==> src/design/cheb_pkg.sv <==
// Shared widths, constants and helpers for the Chebyshev evaluator.
`timescale 1ns / 1ps

package cheb_pkg;

    localparam int DEG_W        = 6;
    localparam int X_W          = 32;
    localparam int T_W          = 32;
    localparam int U_W          = 37;
    localparam int D1_W         = 42;
    localparam int D2_W         = 50;
    localparam int IN_TDATA_W   = 40;
    localparam int OUT_TDATA_W  = 168;
    localparam int FRAC_W       = 30;
    localparam int OP_W         = 52;
    localparam int SLICE_W      = 26;
    localparam int MA_W         = 33;
    localparam int MB_W         = SLICE_W + 1;
    localparam int PROD_W       = MA_W + MB_W;
    localparam int ACC_W        = PROD_W + SLICE_W;
    localparam int DEF_MAX_DEGREE = 32;

    localparam logic signed [OP_W-1:0] ONE_Q30 = OP_W'(longint'(1) << FRAC_W);

    typedef enum logic [1:0] {
        OP_D1,
        OP_T,
        OP_U,
        OP_D2
    } mul_op_t;

    function automatic logic signed [OP_W-1:0] clamp_abs(
        input logic signed [OP_W-1:0] v,
        input logic signed [OP_W-1:0] lim
    );
        logic signed [OP_W-1:0] r;
        if (v > lim)
            r = lim;
        else if (v < -lim)
            r = -lim;
        else
            r = v;
        return r;
    endfunction

endpackage

==> src/design/chebyshev_poly_and_derivatives_core.sv <==
// Top level: Chebyshev Tn, Un, dTn/dx and d2Tn/dx2 evaluator with one shared multiplier.
`timescale 1ns / 1ps

// Evaluates Tn(x), Un(x), Tn'(x) and Tn''(x) in Q.30 for a degree n and a point x in Q1.30,
// using the three-term recurrences on one 33x27 signed multiplier that is stepped by a small
// sequencer. Each product with a 52-bit operand is formed from its low and high slice in turn.
// Each recurrence step needs four products, and the final n*U(n-1) needs one more; for n = 0
// the multiplier is not used and the result is loaded directly.
// One item is worked on at a time; s_axis_tready is high only while idle. A finished result
// is held in the output register until the transfer on the master side completes, and the
// next item may be taken while it waits. Degrees above MAX_DEGREE and points outside
// [-1, +1] are saturated.
module chebyshev_poly_and_derivatives_core
    import cheb_pkg::*;
#(
    parameter int MAX_DEGREE = DEF_MAX_DEGREE
)
(
    input  logic                    clk,
    input  logic                    rst_n,
    input  logic                    s_axis_tvalid,
    output logic                    s_axis_tready,
    // [5:0] degree, [37:6] x_value, [39:38] zero
    input  logic [IN_TDATA_W-1:0]   s_axis_tdata,
    output logic                    m_axis_tvalid,
    input  logic                    m_axis_tready,
    // [31:0] first_kind, [68:32] second_kind, [110:69] first_derivative,
    // [160:111] second_derivative, [167:161] zero
    output logic [OUT_TDATA_W-1:0]  m_axis_tdata
);

    localparam logic signed [OP_W-1:0] T_LIM  = ONE_Q30;
    localparam logic signed [OP_W-1:0] U_LIM  =
        OP_W'(longint'(MAX_DEGREE + 1) * (longint'(1) << FRAC_W));
    localparam logic signed [OP_W-1:0] D1_LIM =
        OP_W'(longint'(MAX_DEGREE * MAX_DEGREE) * (longint'(1) << FRAC_W));
    localparam logic signed [OP_W-1:0] D2_LIM =
        OP_W'(longint'(MAX_DEGREE * MAX_DEGREE * (MAX_DEGREE * MAX_DEGREE - 1) / 3)
              * (longint'(1) << FRAC_W));

    typedef enum logic [1:0] {
        S_IDLE,
        S_MUL,
        S_LOAD
    } state_t;

    state_t                   state_reg;
    mul_op_t                  op_reg;
    logic                     slice_reg;
    logic [DEG_W-1:0]         n_reg;
    logic [DEG_W-1:0]         k_reg;
    logic signed [MA_W-1:0]   x2_reg;
    logic signed [OP_W-1:0]   t_prev_reg, t_cur_reg;
    logic signed [OP_W-1:0]   u_prev_reg, u_cur_reg;
    logic signed [OP_W-1:0]   d2_prev_reg, d2_cur_reg;
    logic signed [OP_W-1:0]   d1_reg, tm_reg, um_reg;
    logic signed [ACC_W-1:0]  acc_reg;
    logic                     out_valid_reg;
    logic [OUT_TDATA_W-1:0]   out_data_reg;

    logic [DEG_W-1:0]         deg_in, n_sat;
    logic signed [X_W-1:0]    x_in, x_sat;
    logic signed [MA_W-1:0]   mul_a;
    logic signed [OP_W-1:0]   mul_v;
    logic signed [MB_W-1:0]   mul_b;
    logic signed [PROD_W-1:0] prod;
    logic signed [ACC_W-1:0]  sum;
    logic signed [OP_W-1:0]   res;
    logic signed [OP_W-1:0]   t_next, u_next, d2_next;
    logic signed [OP_W-1:0]   t_o, u_o, d1_o, d2_o;

    assign deg_in = s_axis_tdata[DEG_W-1:0];
    assign x_in   = s_axis_tdata[DEG_W +: X_W];
    assign n_sat  = (deg_in > DEG_W'(MAX_DEGREE)) ? DEG_W'(MAX_DEGREE) : deg_in;

    always_comb
    begin
        if (x_in > X_W'(ONE_Q30))
            x_sat = X_W'(ONE_Q30);
        else if (x_in < -X_W'(ONE_Q30))
            x_sat = -X_W'(ONE_Q30);
        else
            x_sat = x_in;
    end

    always_comb
    begin
        case (op_reg)
            OP_D1:   mul_v = u_prev_reg;
            OP_T:    mul_v = t_cur_reg;
            OP_U:    mul_v = u_cur_reg;
            OP_D2:   mul_v = d2_cur_reg;
            default: mul_v = t_cur_reg;
        endcase
    end

    assign mul_a = (op_reg == OP_D1) ? $signed({{(MA_W - DEG_W){1'b0}}, k_reg}) : x2_reg;
    assign mul_b = slice_reg ? $signed({mul_v[OP_W-1], mul_v[OP_W-1:SLICE_W]})
                             : $signed({1'b0, mul_v[SLICE_W-1:0]});
    assign prod  = mul_a * mul_b;
    assign sum   = acc_reg + $signed({prod, {SLICE_W{1'b0}}});
    assign res   = (op_reg == OP_D1) ? sum[OP_W-1:0] : sum[FRAC_W +: OP_W];

    assign t_next  = tm_reg - t_prev_reg;
    assign u_next  = um_reg - u_prev_reg;
    assign d2_next = (d1_reg <<< 2) + res - d2_prev_reg;

    assign t_o  = clamp_abs(t_cur_reg, T_LIM);
    assign u_o  = clamp_abs(u_cur_reg, U_LIM);
    assign d1_o = clamp_abs(d1_reg, D1_LIM);
    assign d2_o = clamp_abs(d2_cur_reg, D2_LIM);

    assign s_axis_tready = (state_reg == S_IDLE);
    assign m_axis_tvalid = out_valid_reg;
    assign m_axis_tdata  = out_data_reg;

    always_ff @(posedge clk or negedge rst_n)
    begin
        if (!rst_n)
        begin
            state_reg     <= S_IDLE;
            op_reg        <= OP_D1;
            slice_reg     <= 1'b0;
            out_valid_reg <= 1'b0;
            out_data_reg  <= '0;
        end
        else
        begin
            if (out_valid_reg && m_axis_tready && state_reg != S_LOAD)
                out_valid_reg <= 1'b0;
            case (state_reg)
                S_IDLE:
                begin
                    if (s_axis_tvalid)
                    begin
                        op_reg    <= OP_D1;
                        slice_reg <= 1'b0;
                        if (n_sat == '0)
                            state_reg <= S_LOAD;
                        else
                            state_reg <= S_MUL;
                    end
                end
                S_MUL:
                begin
                    slice_reg <= ~slice_reg;
                    if (slice_reg)
                    begin
                        case (op_reg)
                            OP_D1:
                            begin
                                if (k_reg == n_reg)
                                    state_reg <= S_LOAD;
                                else
                                    op_reg <= OP_T;
                            end
                            OP_T:    op_reg <= OP_U;
                            OP_U:    op_reg <= OP_D2;
                            OP_D2:   op_reg <= OP_D1;
                            default: op_reg <= OP_D1;
                        endcase
                    end
                end
                S_LOAD:
                begin
                    if (!out_valid_reg || m_axis_tready)
                    begin
                        out_valid_reg <= 1'b1;
                        out_data_reg  <= {7'b0, d2_o[D2_W-1:0], d1_o[D1_W-1:0],
                                          u_o[U_W-1:0], t_o[T_W-1:0]};
                        state_reg     <= S_IDLE;
                    end
                end
                default: state_reg <= S_IDLE;
            endcase
        end
    end

    always_ff @(posedge clk)
    begin
        if (state_reg == S_IDLE && s_axis_tvalid)
        begin
            n_reg       <= n_sat;
            k_reg       <= DEG_W'(1);
            x2_reg      <= {x_sat, 1'b0};
            d2_prev_reg <= '0;
            d2_cur_reg  <= '0;
            d1_reg      <= '0;
            if (n_sat == '0)
            begin
                t_cur_reg <= ONE_Q30;
                u_cur_reg <= ONE_Q30;
            end
            else
            begin
                t_prev_reg <= ONE_Q30;
                t_cur_reg  <= OP_W'(x_sat);
                u_prev_reg <= ONE_Q30;
                u_cur_reg  <= OP_W'($signed({x_sat, 1'b0}));
            end
        end
        else if (state_reg == S_MUL)
        begin
            if (!slice_reg)
                acc_reg <= ACC_W'(prod);
            else
            begin
                case (op_reg)
                    OP_D1: d1_reg <= res;
                    OP_T:  tm_reg <= res;
                    OP_U:  um_reg <= res;
                    OP_D2:
                    begin
                        t_prev_reg  <= t_cur_reg;
                        t_cur_reg   <= t_next;
                        u_prev_reg  <= u_cur_reg;
                        u_cur_reg   <= u_next;
                        d2_prev_reg <= d2_cur_reg;
                        d2_cur_reg  <= d2_next;
                        k_reg       <= k_reg + DEG_W'(1);
                    end
                    default: d1_reg <= res;
                endcase
            end
        end
    end

endmodule
==> config.mk <==
export PLATFORM = sky130hd
export DESIGN_NAME = chebyshev_poly_and_derivatives_core
export DESIGN_NICKNAME = d
export VERILOG_FILES = /design/src/design/cheb_pkg.sv /design/src/design/chebyshev_poly_and_derivatives_core.sv
export SDC_FILE = /design/constraint.sdc
export NUM_CORES = 2
export LEC_CHECK = 0
export BUFFER_PORTS_ARGS = -buffer_cell sky130_fd_sc_hd__buf_4
export CAP_MARGIN = 25
export CORE_MARGIN = 2
export CORE_UTILIZATION = 40
export DETAILED_ROUTE_END_ITERATION = 7
export GPL_TIMING_DRIVEN = 0
export PLACE_DENSITY = 0.6
export SYNTH_ARGS = -nofsm -noshare
export SYNTH_HDL_FRONTEND = slang
export SYNTH_SLANG_ARGS = --single-unit
export TNS_END_PERCENT = 50
==> constraint.sdc <==
create_clock -name clk -period 15.35 [get_ports clk]
set_clock_uncertainty 0.05 [all_clocks]
set_input_delay 0.7675 -clock clk [delete_from_list [all_inputs] [get_ports clk]]
set_output_delay 0.7675 -clock clk [all_outputs]
set_load 0.01 [all_outputs]
==> parameters.txt <==
Parameter                              Value

Final layout
  Post-synthesis to final-layout area growth    13.2%
  NumNets Final    roughly 9400
  Final core utilization    a little under half
  Share of layout cells above drive strength 1    under 10%
  Number of flip-flops in the largest register    161
  Most frequent cells in the layout    sky130_fd_sc_hd__inv_1 (1330), sky130_fd_sc_hd__nand2_1 (1001), sky130_fd_sc_hd__fa_1 (962), sky130_fd_sc_hd__nor2_1 (507), sky130_fd_sc_hd__edfxtp_1 (410)
  Most common cell after layout, fill and taps aside    sky130_fd_sc_hd__inv_1

Detailed routing
  1st-iter DRT viols    between 7000 and 8000
  Post-DRT Antenna Nets    0
  Vias    approximately 60000
  Met3 wire length    32800 um
  Sum of routed wire length over all layers    315000 um
  Detailed-route vias per instance    slightly below 6
  Wirelength per Cell    between 30 and 40 um
  Detail Route met2 WL    134000 um
  Highest routed layer    met5
  WL met1    between 100000 and 150000 um
  Final routed DRC violation total    7
  Length of the first detailed-routing pass in iterations    8

Logic synthesis
  Post-Syn Area    72000 um2
  Sequential-to-total area share from yosys stat    27.4%
  Count of different cell masters after synthesis    90
  Asr flop ratio synth    22.6%
  Mapped Cells    7629
  Total number of yosys warnings    0
  Number of synthesized flops with an enable pin    between 400 and 500
  Count of state elements after synthesis    739
  Avg Synthesized Cell Area    9.43 um2
  Main synth FF type    sky130_fd_sc_hd__edfxtp_1

Floorplan
  Core area    between 150000 and 200000 um2
  Placement row count    between 150 and 200
  Initial cell density of the core    slightly above 40%
  Number of I/O pins    214
  Vertical die dimension    ~430 um
  Die footprint    about 180000 um2
  Die width    approximately 430 um

CTS
  CTS tree    built
  Sinks on Clock Net    between 700 and 800
  Number of buffers created by CTS    84
  H-Tree Level Count    3
  Buffer levels on the longest clock path    3
  Clock-pin slew reported for the worst setup and hold paths after clock tree synthesis    0.07 ns
  Root Buffer    sky130_fd_sc_hd__clkbuf_16
  Clock latency on the worst-skew pair    around 0.7 ns

Setup path
  Critical Path AT    around 16 ns
  Critical setup path kind    reg -> reg
  Critical path's largest stage delay    between 0.7 and 0.8 ns
  Slowest cell on the critical path    sky130_fd_sc_hd__a222oi_1
  Cell type group with the largest total delay on the critical path    adder cells
  CP Data Required Time    around 16 ns
  Most repeated library cell on the critical path    sky130_fd_sc_hd__fa_1
  Kind of end point of the critical path    flop
  Critical path fanouts, max    18
  Number of buffer and inverter instances along the worst setup path    7
  Worst Setup Start Kind    flop

STA
  Number of hold violations in the final report    0
  Pins Over Slew Limit    0
  Slew margin rel.    approximately 11%
  Worst hold slack    0.350 ns
  Post-route clock period utilization    98.1%
  Final setup margin    about 0.28 ns
  Worst-margin pin slew    between 1 and 1.5 ns
  Minimum clock period after layout    15.07 ns
  Timing-limited maximum frequency    66.4 MHz
  Setup-violating endpoint count in the final report    0
  Total negative slack    0 ns

Global routing
  Pin count of the biggest net entering global routing    86
  Total Routing Usage GR    33.9%
  Overflow after GRT    0
  Wire length of the first global-routing pass    441000 um
  Via count of the first global-routing pass    about 59000
  Initial antenna violation count    15

Place
  Worst slack, placed    -1.90 ns
  Number of input and output port buffers inserted    just over 200
  Final weighted congestion in routability-driven placement    around 1.1
  Detailed placement HPWL    between 200000 and 300000 um

Run status
  Run status    complete, but fails checks
  Failing checks    design-rule violations

Worst hold path
  Worst hold path class    in -> reg

Flow run
  Reported max-cap violation count    0
==> cells in the mapped netlist, drive strengths merged, types with 7 or more instances <==
cell	instances	share of area (%)
or3	7	0.061
nand2b	64	0.56
and2	156	1.4
a41oi	8	0.11
a21boi	11	0.11
xor2	101	1.2
nor4	57	0.50
dfxtp	162	4.5
or2	13	0.11
ha	383	6.7
fa	965	27
o21bai	49	0.51
o31ai	27	0.30
inv	1336	7.0
clkbuf	314	1.6
edfxtp	410	17
nor2	509	2.7
and3	30	0.26
a22o	142	1.7
mux2	10	0.16
o211ai	20	0.22
a222oi	52	0.72
a31oi	38	0.35
nand3	109	0.76
nor2b	65	0.58
nor3	26	0.18
mux2i	90	1.3
nand2	1004	5.2
xnor2	164	2.0
dfrtp	167	5.8
a211oi	24	0.25
a211o	16	0.19
a21o	158	1.6
a21oi	366	2.6
o21ai	305	2.1
buf	47	0.29
a31o	7	0.085
o21a	53	0.55
nand4	67	0.58
==> metal layers <==
metal | vias to the layer above | track usage, %
met2 | 3412 | 50.2
met3 | 827 | 8.76
met1 | 30400 | 43.5
met4 | 10 | 23.6
met5 | - | 0
li1 | 25500 | -
==> area by class of cell <==
type | count | area, um2
Fill cell | 17300 | 97200
Multi-Input combinational cell | 5198 | 46600
Sequential cell | 739 | 19700
Inverter | 1337 | 5020
Tap cell | 2355 | 2950
Timing Repair Buffer | 290 | 2560
Clock buffer | 116 | 2450
Buffer | 342 | 1580
Clock inverter | 41 | 489
Antenna cell | 9 | 22.5
==> worst reg2reg max path: cells and delay by family (launching register included) <==
| kind | cells | cell delay, ns |
|---|---|---|
| buffers and inverters | 7 | 1.06 |
| AND/OR/NAND/NOR | 6 | 0.85 |
| AO/OA/AOI/OAI | 20 | 5.03 |
| multiplexers | 2 | 1.01 |
| adder cells (fa/ha/maj) | 12 | 5.72 |
| flip-flops | 1 | 0.43 |
| XOR/XNOR | 3 | 0.81 |
==> worst paths after layout <==
| check | cells past startpoint | from | endpoint | slack [ns] |
|---|---|---|---|---|
| min | 2 | s_axis_tdata[5] | n_reg[0]$_DFFE_PP_ | 0.35 |
| max reg2reg | 50 | op_reg[0]$_DFFE_PN0P_ | d2_cur_reg[51]$_SDFFE_PP0P_ | 0.28 |
| max in group asynchronous | 3 | rst_n | op_reg[0]$_DFFE_PN0P_ | 13.78 |
| min in group asynchronous | 2 | rst_n | m_axis_tdata[144]$_DFFE_PN0P_ | 0.59 |
| max | 50 | op_reg[0]$_DFFE_PN0P_ | d2_cur_reg[51]$_SDFFE_PP0P_ | 0.28 |
| min reg2reg | 2 | d2_prev_reg[0]$_SDFFE_PP0P_ | d2_prev_reg[0]$_SDFFE_PP0P_ | 0.42 |
==> cells by family after synthesis <==
logic type                 share of synthesized area, %
AOI/OAI and AO/OA                                  12.3
xor gates and xnor gates                           3.30
adders and majority gates                          33.5
and+or+nand+nor                                    13.2
muxes                                              1.41
other                                           0.00521
buffers and inverters                              8.90
DFF                                                27.4
==> per-stage QoR <==
stage	instances	area, um2
final	10400	81500
after CTS	10400	80600
after global placement	10200	76500
after detailed placement	10200	77200
after global routing	10400	81400
after floorplan	7635	72000
==> timing repair <==
action,CTS,global route
pin swaps,9,26
buffers inserted,1,27
setup endpoints to repair,23,14
gates resized for setup,179,226
endpoints found under the hold margin,13,0
gates cloned,0,0
hold buffers,1,0
Power is left out: the tool's default activity adds up to more than one toggle a clock period on the data nets, which glitch-free logic cannot reach.
